## src/sv/spf_pkg.sv

```systemverilog
// ----------------------------------------------------------------------------
// spf_pkg: shared types and constants of the path point spacing filter
// Fixed field widths, register reset value, result queue depth and the
// write strobes that pass from the decision logic to the result queue.
// ----------------------------------------------------------------------------
`default_nettype none

package spf_pkg;

  // fixed field widths
  localparam int HEADING_W = 16;
  localparam int KIND_W    = 8;
  localparam int SPACING_W = 16;
  localparam int SPACING_SQ_W = 2 * SPACING_W;

  // spacing register after reset
  localparam logic [SPACING_W-1:0] SPACING_RESET = 16'd10;

  // result queue entries (power of two)
  localparam int QUEUE_DEPTH = 4;

  // write strobes into the result queue; second is only set with first
  typedef struct packed {
    logic wr_first;
    logic wr_second;
  } spf_push_t;

endpackage : spf_pkg

`default_nettype wire

```

## src/sv/path_point_spacing_filter.sv

```systemverilog
// ----------------------------------------------------------------------------
// path_point_spacing_filter: thins a stream of path points by spacing
// Keeps the first point of each path and every point farther than the
// spacing register from the last kept point; merges the rest into it.
// ----------------------------------------------------------------------------
// Usage:
//   Points enter on the in_ valid/ready channel, kept points leave on the
//   out_ valid/ready channel, the spacing is written on the cfg_ channel
//   (always ready; write only while the block is idle).
//   One point is accepted per cycle while in_ready is high. The spacing
//   test and hold update run on the input register once the queue has
//   room, and any word it yields is written into the result queue and
//   offered on out_ from there.
//   A kept point is held back until the next kept point or the path end, so
//   it leaves when a later point is processed; a last point kept past a
//   held point yields two words, pushed into the queue together.
//   The input register advances only while the queue holds two words or
//   fewer, so with a stalled receiver in_ready drops once the input register
//   holds a point and three or four words wait; nothing is lost.
//   Reset (rst_n low, synchronous) empties the queue, drops any held point
//   and sets the spacing to 10.
// ----------------------------------------------------------------------------
`default_nettype none

module path_point_spacing_filter
  import spf_pkg::*;
#(
  parameter int POS_WIDTH   = 32,
  parameter int SPEED_WIDTH = 16
) (
  input  wire logic                   clk,
  input  wire logic                   rst_n,
  // configuration
  input  wire logic                   cfg_valid,
  output logic                        cfg_ready,
  input  wire logic [SPACING_W-1:0]   cfg_min_spacing,
  // point input
  input  wire logic                   in_valid,
  output logic                        in_ready,
  input  wire logic [POS_WIDTH-1:0]   in_pos_x,
  input  wire logic [POS_WIDTH-1:0]   in_pos_y,
  input  wire logic [POS_WIDTH-1:0]   in_pos_z,
  input  wire logic [SPEED_WIDTH-1:0] in_speed,
  input  wire logic [HEADING_W-1:0]   in_heading,
  input  wire logic [KIND_W-1:0]      in_point_kind,
  input  wire logic                   in_last_point,
  // result output
  output logic                        out_valid,
  input  wire logic                   out_ready,
  output logic [POS_WIDTH-1:0]        out_x,
  output logic [POS_WIDTH-1:0]        out_y,
  output logic [POS_WIDTH-1:0]        out_z,
  output logic [SPEED_WIDTH-1:0]      out_speed,
  output logic [HEADING_W-1:0]        out_heading,
  output logic [KIND_W-1:0]           out_kind,
  output logic                        out_path_end
);

  localparam int RES_W = 3 * POS_WIDTH + SPEED_WIDTH + HEADING_W + KIND_W + 1;

  // configuration registers
  logic [SPACING_W-1:0]    spacing_r;
  logic [SPACING_SQ_W-1:0] spacing_sq_r;

  // input register
  logic                   in_v_r;
  logic                   in_v_nxt;
  logic [POS_WIDTH-1:0]   in_x_r;
  logic [POS_WIDTH-1:0]   in_y_r;
  logic [POS_WIDTH-1:0]   in_z_r;
  logic [SPEED_WIDTH-1:0] in_speed_r;
  logic [HEADING_W-1:0]   in_heading_r;
  logic [KIND_W-1:0]      in_kind_r;
  logic                   in_last_r;

  // held point
  logic                   hold_v_r;
  logic                   hold_v_nxt;
  logic [POS_WIDTH-1:0]   hold_x_r;
  logic [POS_WIDTH-1:0]   hold_x_nxt;
  logic [POS_WIDTH-1:0]   hold_y_r;
  logic [POS_WIDTH-1:0]   hold_y_nxt;
  logic [POS_WIDTH-1:0]   hold_z_r;
  logic [POS_WIDTH-1:0]   hold_z_nxt;
  logic [SPEED_WIDTH-1:0] hold_speed_r;
  logic [SPEED_WIDTH-1:0] hold_speed_nxt;
  logic [HEADING_W-1:0]   hold_heading_r;
  logic [HEADING_W-1:0]   hold_heading_nxt;
  logic [KIND_W-1:0]      hold_kind_r;
  logic [KIND_W-1:0]      hold_kind_nxt;

  // decision and queue signals
  logic              in_accept;
  logic              go;
  logic              far;
  logic              keep;
  logic              fifo_room;
  spf_push_t         push;
  logic [RES_W-1:0]  res_old;
  logic [RES_W-1:0]  res_new;
  logic [RES_W-1:0]  wr_first_data;
  logic [RES_W-1:0]  out_data;

  // configuration: keep the squared spacing alongside the spacing
  assign cfg_ready = 1'b1;

  always_ff @(posedge clk) begin
    if (!rst_n) begin
      spacing_r    <= SPACING_RESET;
      spacing_sq_r <= SPACING_SQ_W'(SPACING_RESET * SPACING_RESET);
    end else if (cfg_valid && cfg_ready) begin
      spacing_r    <= cfg_min_spacing;
      spacing_sq_r <= cfg_min_spacing * cfg_min_spacing;
    end
  end

  // input register: advance when the queue can take two words
  assign go        = in_v_r && fifo_room;
  assign in_ready  = !in_v_r || go;
  assign in_accept = in_valid && in_ready;

  always_comb begin
    in_v_nxt = in_v_r;
    if (in_accept) begin
      in_v_nxt = 1'b1;
    end else if (go) begin
      in_v_nxt = 1'b0;
    end
  end

  always_ff @(posedge clk) begin
    if (!rst_n) begin
      in_v_r <= 1'b0;
    end else begin
      in_v_r <= in_v_nxt;
    end
  end

  always_ff @(posedge clk) begin
    if (in_accept) begin
      in_x_r       <= in_pos_x;
      in_y_r       <= in_pos_y;
      in_z_r       <= in_pos_z;
      in_speed_r   <= in_speed;
      in_heading_r <= in_heading;
      in_kind_r    <= in_point_kind;
      in_last_r    <= in_last_point;
    end
  end

  // spacing test against the held point
  spf_spacing_check #(
    .POS_WIDTH (POS_WIDTH)
  ) u_check (
    .pt_x       (in_x_r),
    .pt_y       (in_y_r),
    .hold_x     (hold_x_r),
    .hold_y     (hold_y_r),
    .spacing    (spacing_r),
    .spacing_sq (spacing_sq_r),
    .far        (far)
  );

  // update the held point: load a kept point, lower speed on a merge
  assign keep = !hold_v_r || far;

  always_comb begin
    hold_v_nxt       = hold_v_r;
    hold_x_nxt       = hold_x_r;
    hold_y_nxt       = hold_y_r;
    hold_z_nxt       = hold_z_r;
    hold_speed_nxt   = hold_speed_r;
    hold_heading_nxt = hold_heading_r;
    hold_kind_nxt    = hold_kind_r;
    if (go) begin
      if (keep) begin
        hold_x_nxt       = in_x_r;
        hold_y_nxt       = in_y_r;
        hold_z_nxt       = in_z_r;
        hold_speed_nxt   = in_speed_r;
        hold_heading_nxt = in_heading_r;
        hold_kind_nxt    = in_kind_r;
      end else if ($signed(in_speed_r) < $signed(hold_speed_r)) begin
        hold_speed_nxt = in_speed_r;
      end
      hold_v_nxt = !in_last_r;
    end
  end

  always_ff @(posedge clk) begin
    if (!rst_n) begin
      hold_v_r <= 1'b0;
    end else begin
      hold_v_r <= hold_v_nxt;
    end
  end

  always_ff @(posedge clk) begin
    hold_x_r       <= hold_x_nxt;
    hold_y_r       <= hold_y_nxt;
    hold_z_r       <= hold_z_nxt;
    hold_speed_r   <= hold_speed_nxt;
    hold_heading_r <= hold_heading_nxt;
    hold_kind_r    <= hold_kind_nxt;
  end

  // form result words: the displaced held point, then the path end
  assign res_old = {hold_x_r, hold_y_r, hold_z_r, hold_speed_r, hold_heading_r,
                    hold_kind_r, 1'b0};
  assign res_new = {hold_x_nxt, hold_y_nxt, hold_z_nxt, hold_speed_nxt,
                    hold_heading_nxt, hold_kind_nxt, 1'b1};

  assign wr_first_data  = (hold_v_r && far) ? res_old : res_new;
  assign push.wr_first  = go && ((hold_v_r && far) || in_last_r);
  assign push.wr_second = go && hold_v_r && far && in_last_r;

  spf_out_fifo #(
    .DATA_W (RES_W)
  ) u_queue (
    .clk            (clk),
    .rst_n          (rst_n),
    .push           (push),
    .wr_data_first  (wr_first_data),
    .wr_data_second (res_new),
    .room           (fifo_room),
    .out_valid      (out_valid),
    .out_ready      (out_ready),
    .out_data       (out_data)
  );

  assign {out_x, out_y, out_z, out_speed, out_heading, out_kind, out_path_end} = out_data;

  // a queue without room for two words holds the input register
  assert property (@(posedge clk) disable iff (!rst_n)
    in_v_r && !fifo_room |-> !in_ready)
    else $error("input accepted while result queue lacks room");

  // squared spacing tracks every write
  assert property (@(posedge clk) disable iff (!rst_n)
    cfg_valid && cfg_ready |=>
      spacing_sq_r == SPACING_SQ_W'(spacing_r) * SPACING_SQ_W'(spacing_r))
    else $error("squared spacing out of step with spacing");

  // a path end leaves nothing held
  assert property (@(posedge clk) disable iff (!rst_n)
    go && in_last_r |=> !hold_v_r)
    else $error("point still held after path end");

  // the first point of a path is held unless it ends the path
  assert property (@(posedge clk) disable iff (!rst_n)
    go && !hold_v_r && !in_last_r |=> hold_v_r)
    else $error("first point of a path not held");

endmodule : path_point_spacing_filter

`default_nettype wire

```

## src/sv/spf_spacing_check.sv

```systemverilog
// ----------------------------------------------------------------------------
// spf_spacing_check: planar spacing test against the held point
// Flags a point whose x/y distance to the held point exceeds the spacing,
// using per-axis bounds first and a squared-sum compare otherwise.
// ----------------------------------------------------------------------------
`default_nettype none

module spf_spacing_check
  import spf_pkg::*;
#(
  parameter int POS_WIDTH = 32
) (
  input  wire logic [POS_WIDTH-1:0]    pt_x,
  input  wire logic [POS_WIDTH-1:0]    pt_y,
  input  wire logic [POS_WIDTH-1:0]    hold_x,
  input  wire logic [POS_WIDTH-1:0]    hold_y,
  input  wire logic [SPACING_W-1:0]    spacing,
  input  wire logic [SPACING_SQ_W-1:0] spacing_sq,
  output logic                         far
);

  logic signed [POS_WIDTH:0]   diff_x;
  logic signed [POS_WIDTH:0]   diff_y;
  logic        [POS_WIDTH:0]   neg_x;
  logic        [POS_WIDTH:0]   neg_y;
  logic        [POS_WIDTH-1:0] abs_x;
  logic        [POS_WIDTH-1:0] abs_y;
  logic        [POS_WIDTH-1:0] spacing_ext;
  logic                        axis_far;
  logic [SPACING_SQ_W-1:0]     sq_x;
  logic [SPACING_SQ_W-1:0]     sq_y;
  logic [SPACING_SQ_W:0]       sq_sum;

  // take signed differences one bit wider so they never wrap
  assign diff_x = $signed({pt_x[POS_WIDTH-1], pt_x}) - $signed({hold_x[POS_WIDTH-1], hold_x});
  assign diff_y = $signed({pt_y[POS_WIDTH-1], pt_y}) - $signed({hold_y[POS_WIDTH-1], hold_y});
  assign neg_x  = (POS_WIDTH+1)'(-diff_x);
  assign neg_y  = (POS_WIDTH+1)'(-diff_y);

  // magnitudes stay below 2^POS_WIDTH
  assign abs_x = diff_x[POS_WIDTH] ? neg_x[POS_WIDTH-1:0] : diff_x[POS_WIDTH-1:0];
  assign abs_y = diff_y[POS_WIDTH] ? neg_y[POS_WIDTH-1:0] : diff_y[POS_WIDTH-1:0];

  // decide at once when one axis alone is past the spacing
  assign spacing_ext = POS_WIDTH'(spacing);
  assign axis_far    = (abs_x > spacing_ext) || (abs_y > spacing_ext);

  // both axes fit the spacing width here, so the squares are exact
  assign sq_x   = abs_x[SPACING_W-1:0] * abs_x[SPACING_W-1:0];
  assign sq_y   = abs_y[SPACING_W-1:0] * abs_y[SPACING_W-1:0];
  assign sq_sum = {1'b0, sq_x} + {1'b0, sq_y};

  assign far = axis_far || (sq_sum > {1'b0, spacing_sq});

endmodule : spf_spacing_check

`default_nettype wire

```

## src/sv/spf_out_fifo.sv

```systemverilog
// ----------------------------------------------------------------------------
// spf_out_fifo: result queue of the path point spacing filter
// Takes up to two result words per cycle and hands out one per cycle, when
// out_ready is high, on a valid/ready channel. Reports room when two more fit.
// ----------------------------------------------------------------------------
`default_nettype none

module spf_out_fifo
  import spf_pkg::*;
#(
  parameter int DATA_W = 137
) (
  input  wire logic              clk,
  input  wire logic              rst_n,
  input  wire spf_push_t         push,
  input  wire logic [DATA_W-1:0] wr_data_first,
  input  wire logic [DATA_W-1:0] wr_data_second,
  output logic                   room,
  output logic                   out_valid,
  input  wire logic              out_ready,
  output logic [DATA_W-1:0]      out_data
);

  localparam int PTR_W = $clog2(QUEUE_DEPTH);
  localparam int CNT_W = $clog2(QUEUE_DEPTH + 1);

  logic [DATA_W-1:0] mem_r [QUEUE_DEPTH];
  logic [PTR_W-1:0]  wr_ptr_r;
  logic [PTR_W-1:0]  wr_ptr_nxt;
  logic [PTR_W-1:0]  wr_ptr_plus1;
  logic [PTR_W-1:0]  rd_ptr_r;
  logic [PTR_W-1:0]  rd_ptr_nxt;
  logic [CNT_W-1:0]  count_r;
  logic [CNT_W-1:0]  count_nxt;
  logic              pop;

  assign out_valid    = (count_r != '0);
  assign out_data     = mem_r[rd_ptr_r];
  assign pop          = out_valid && out_ready;
  assign room         = (count_r <= CNT_W'(QUEUE_DEPTH - 2));
  assign wr_ptr_plus1 = PTR_W'(wr_ptr_r + 1'b1);

  // advance pointers and occupancy
  always_comb begin
    wr_ptr_nxt = wr_ptr_r;
    if (push.wr_first && push.wr_second) begin
      wr_ptr_nxt = PTR_W'(wr_ptr_r + 2'd2);
    end else if (push.wr_first) begin
      wr_ptr_nxt = wr_ptr_plus1;
    end
    rd_ptr_nxt = pop ? PTR_W'(rd_ptr_r + 1'b1) : rd_ptr_r;
    count_nxt  = CNT_W'(count_r + CNT_W'(push.wr_first) + CNT_W'(push.wr_second)
                        - CNT_W'(pop));
  end

  always_ff @(posedge clk) begin
    if (!rst_n) begin
      wr_ptr_r <= '0;
      rd_ptr_r <= '0;
      count_r  <= '0;
    end else begin
      wr_ptr_r <= wr_ptr_nxt;
      rd_ptr_r <= rd_ptr_nxt;
      count_r  <= count_nxt;
    end
  end

  // store words; the second lands just after the first
  always_ff @(posedge clk) begin
    if (push.wr_first) begin
      mem_r[wr_ptr_r] <= wr_data_first;
    end
    if (push.wr_second) begin
      mem_r[wr_ptr_plus1] <= wr_data_second;
    end
  end

endmodule : spf_out_fifo

`default_nettype wire

```

## config.mk

```make
export PLATFORM = sky130hd
export DESIGN_NAME = path_point_spacing_filter
export DESIGN_NICKNAME = d
export VERILOG_FILES = /design/src/sv/spf_pkg.sv /design/src/sv/path_point_spacing_filter.sv /design/src/sv/spf_spacing_check.sv /design/src/sv/spf_out_fifo.sv
export SDC_FILE = /design/constraint.sdc
export NUM_CORES = 2
export LEC_CHECK = 0
export ABC_AREA = 1
export BUFFER_PORTS_ARGS = -buffer_cell sky130_fd_sc_hd__buf_2
export CORE_AREA = 5 5 405 407
export DETAILED_ROUTE_END_ITERATION = 8
export DIE_AREA = 0 0 410 412
export PLACE_DENSITY = 0.65
export SYNTH_ARGS = -nofsm -noshare
export SYNTH_HDL_FRONTEND = slang
export SYNTH_HIERARCHICAL = 1
export SYNTH_SLANG_ARGS = --single-unit
```

## constraint.sdc

```tcl
create_clock -name clk -period 20.1 [get_ports clk]
set_input_delay 0 -clock clk [delete_from_list [all_inputs] [get_ports clk]]
set_output_delay 0 -clock clk [all_outputs]
set_load 0.02 [all_outputs]
```

Word level (Yosys, flattened, before mapping) --
Memories as Yosys holds them, arrays and structs flattened. A register that Yosys moved wholly into a read port is not among the register bits. Index checks and enable logic that the tools add are counted.
Storage, ports and cells: flip-flop bits (word level) 330, memory bits (writable) 548, input port bits 158, output and inout bits 140, logic and storage cells 86, memories 1
Memory list:
- u_queue.mem_r | depth 4, bits a word 137, rd ports 1, clocked after memory_dff 1, wr ports 2, line spf_out_fifo.sv:27 | logic [DATA_W-1:0] mem_r [QUEUE_DEPTH];
Cells by class: add/sub/neg operators 11, $mul 3, $lt $le $gt $ge 5, mux-type cells 26, reduce and logical (&&, ||, !) cells 20
Operators by type and width (count):
- 32-bit 2-to-1 mux | 8
- 137-bit 2-to-1 mux | 1
- 16-bit by 16-bit multiplier with 32-bit output | 3
- 16-bit 2-to-1 mux | 5
- 32-bit by 32-bit subtractor with 33-bit output | 2
- 32-bit by 16-bit > comparator with 1-bit output | 2
- 32-bit negation | 2
- 32-bit by 32-bit adder with 33-bit output | 1
- 33-bit by 32-bit > comparator with 1-bit output | 1
- 16-bit < comparator | 1
- 8-bit 2-to-1 mux | 2
- 1-bit logical AND | 9
- 2-bit 2-to-1 mux | 4
- 3-bit by 1-bit adder with 3-bit output | 2
- 1-bit 2-to-1 mux | 6
- 1-bit logical OR | 5
- 2-bit by 1-bit adder with 2-bit output, second input constant | 2
- 2-bit nonzero test | 2
- 3-bit by 2-bit <= comparator with 1-bit output, second input constant | 1
- 1-bit logical NOT | 3
- 3-bit nonzero test | 1
- 3-bit by 1-bit subtractor with 3-bit output | 1
- 2-bit adder, second input constant | 1

Longest topological paths before layout --
word-level depth 13, depth in mapped cells 74, gate-level depth less buffers 71

Modules after synthesis --
Netlist, hierarchy kept.
By module, submodules not included:
- spf_out_fifo | instances 1, cells an instance 2746, area each 26598.0 um2, seq. area each 16636.0 um2
- spf_spacing_check | instances 1, cells an instance 3661, area each 24562.3 um2, seq. area each 0.0 um2
- path_point_spacing_filter | instances 1, cells an instance 2366, area each 20437.1 um2, seq. area each 7797.5 um2

Worst setup path after synthesis --
No wires, ideal clock.
path type register to register, from register in_x_r[0], to memory u_queue.mem_r[0][0], enable pin, setup time 501 ps, data arrival time 14145 ps, required time 19599 ps, slack 5454 ps, stages on the path, launching flop included 64, buffers on the path 4, clock period less this slack 14646 ps, path through edfxtp_1 inv_1 ha_1 inv_1 fa_1 nand3_1 nand2_1 nand2_1 nand2_1 nand2_1 nand2_1 nand4_1 nand3_1 nand2_2 inv_2 nor2_1 xor2_1 buf_2 [... 28 more ...] nand4_1 o221a_2 a21oi_1 o21ai_0 nand2_1 nand2_1 nand2_1 nand2_1 nand2_1 nor2_1 nand3_1 nand2_1 clkbuf_1 buf_2 nor3_1 nand2_1 clkbuf_1 nand2_1
RTL lines:
- start, declared | line path_point_spacing_filter.sv:68 | logic [POS_WIDTH-1:0] in_x_r;
- start signal, assigned | line path_point_spacing_filter.sv:141 | in_x_r <= in_pos_x;
- end, declared | line spf_out_fifo.sv:27

==> impl_metrics.yaml <==
run_status:
  outcome: "finished clean"
synthesis:
  yosysWarnings: 6
  synth-edff-count: 685
  ys_ff_latch: 878
  netlist_area_um2: 71600
  yosysUniqueCellTypes: 63
  yosysTopAreaCellShare_pct: 28.7
  yosysMostFrequentCell: "nand2_1"
  syn_area_per_cell_um2: 8.16
  synth_area_leaders: "edfxtp_1 29%, fa_1 16%, nand2_1 9.4%"
  yosys.area.top_type: "edfxtp_1"
  async_flop_share_pct: 0
  synth_common_cells: "1791 x nand2_1, 1681 x inv_1, 913 x o21ai_0"
  synth_seq_area_share_pct: 34.1
  ys.flop_type: "edfxtp_1"
  synthCells: 8773
clocking:
  clk_pin_slew_worst_paths_ns: 0.07
  ctsHoldBuffers: 243
  ctsResizeCount: 0
  clk_latency_ns: 0.71
  root_buffer: "clkbuf_16"
  cts_made_buffers: 95
  h-tree-depth: 3
  clockBufferDepth: 3
  cts_setup_buffers: 0
  cts_tree: "done"
  cts.sinks: 878
timing:
  worstMarginPinSlew_ns: 1.19
  hold_viol: 0
  rsz0062_at_grt: "false"
  layout_setup_ws_ns: 5.03
  fin_crit_ns: 15.07
  maxSlewHeadroom_pct: 20.8
  setup_violations: 0
  min_period_over_period_pct: 75.0
  drv_slew: 0
  fin_setup_tns_ns: 0
  clock.fmax_ghz: 0.0664
  clock_skew_ns: 0.0518
placed_design:
  routabilityCongestion: 0.957
  dp_hpwl_um: 149000
  io_buffers: 296
  placed_cell_area_um2: 74400
  post-place-ws_ns: 5.10
  dp.cells: 10800
global_routing:
  grt_util_all_layers_pct: 24.2
  antenna_found_initial: 7
  grt.busiest_layer: "met2"
  grt_pass1_wl_um: 326000
  grt_use_met1_pct: 33.5
  grt_pass1_vias: 59100
  met2_usage_pct: 40.2
  grt_max_degree: 167
  grt-ovfl-total: 0
  use_met3_pct: 2.58
route:
  num_vias: 59300
  ant_nets: 0
  post-route-drc-count: 0
  vias_per_cell: 5.26
  wl_um: 208000
  wl_per_cell_um: 18.5
  dr.pass1.iters: 6
  drt-initial-drc-count: 5064
floorplanning:
  die_x_um: 410
  start_util_pct: 44.8
  die_h_um: 412
  core_um2: 160000
  die-area_um2: 169000
  rows: 147
  pin_count: 298
final_layout:
  multi_input_area_um2: 39000
  layout.area.seq_um2: 24400
  syn_to_final_growth_pct: 11.7
  fin_nets: 10300
  instances_no_fill: 11300
  drive_gt1_share_pct: 8.16
  n_fill_cell: 15100
  fin_area_um2: 80000
critical_path:
  worst_setup_path_end_kind: "register"
  worstPathMaxFanout: 81
  criticalPathCategory: "register to register"
  slowest_stage: "buf_4"
  worst-endpoint-required_ns: 20.42
  cpMostUsedCell: "nand2_1"
  max_stage_delay_ns: 0.88
  critPathArrivalTime_ns: 15.39
  startpoint_type: "register"
min_path:
  hold_class: "input pin to register"
run:
  maxCapViolCount: 0
cells in the final DEF, fill, tap and decap left out, drive strengths merged, types with 137 or more instances in the layout:
| cell | count |
|---|---|
| edfxtp | 685 |
| inv | 1725 |
| dfxtp | 193 |
| o21ai | 1059 |
| nor2 | 928 |
| dlygate4sd3 | 243 |
| o22ai | 137 |
| nand3 | 230 |
| ha | 442 |
| buf | 346 |
| fa | 556 |
| a21oi | 302 |
| nand2 | 1833 |
cell families (layout without fill, tap and decap cells):
| kind of cell | Yosys count | in the layout | share of synthesized area (%) |
|---|---|---|---|
| XOR/XNOR | 88 | 88 | 1.14 |
| multiplexers | 1 | 1 | 0.0157 |
| other | 2 | 4 | 0.0105 |
| buffers and inverters | 2081 | 2489 | 11.5 |
| AND/OR/NAND/NOR | 3163 | 3163 | 18.1 |
| adder cells (fa/ha/maj) | 998 | 998 | 23.3 |
| flip-flops | 878 | 878 | 34.1 |
| AO/OA/AOI/OAI | 1562 | 1562 | 11.8 |
registers in the layout, indices dropped and copies added (netlist names), 30 cells and up, named ones only:
register / flops
in_x_r: 32
in_z_r: 32
u_queue/mem_r: 548
hold_x_r: 32
spacing_sq_r: 30
hold_y_r: 32
in_y_r: 32
hold_z_r: 32
worst max-delay path, delay by kind of cell (launching register included):
family	cells	cell delay [ns]
DFF	1	0.40
buffers and inverters	10	2.22
xor gates and xnor gates	2	0.89
AOI/OAI and AO/OA	9	1.54
and+or+nand+nor	29	4.36
adders and majority gates	12	5.18
cell type report:
class                      instances  share of cell area, %
sequential                       878                   30.6
antenna                            1                0.00313
clock inverter                    47                  0.627
tap                             2086                   3.26
inverter                        1722                   8.11
timing repair buffer             589                   5.39
clock buffer                     131                   3.27
multi-input combinational       5815                   48.8
final timing paths:
path | from | endpoint | slack [ns] | cells past startpoint
max | in_x_r[0] | u_queue/mem_r[0][95] | 5.03 | 62
min | in_speed[5] | in_speed_r[5] | 0.04 | 2
max reg2reg | in_x_r[0] | u_queue/mem_r[0][95] | 5.03 | 62
min reg2reg | hold_z_r[7] | hold_z_r[7] | 0.48 | 2
metrics by stage:
step	hold WS [ns]	util, %
after floorplan	0.0935	-
after global placement	0.176	46.6
after detailed placement	0.178	46.6
after CTS	0.0000844	50.0
after global routing	0.0203	50.0
final	0.0390	50.0
metal layers:
metal  share of wire (%)  vias to the layer above
met2                  46                     2101
li1                    -                    28500
met1                  44                    28400
met5               0.013                        -
met3                 6.8                      311
met4                 3.0                        4
Power is left out: the tool's default activity adds up to more than one toggle a clock period on the data nets, which glitch-free logic cannot reach.
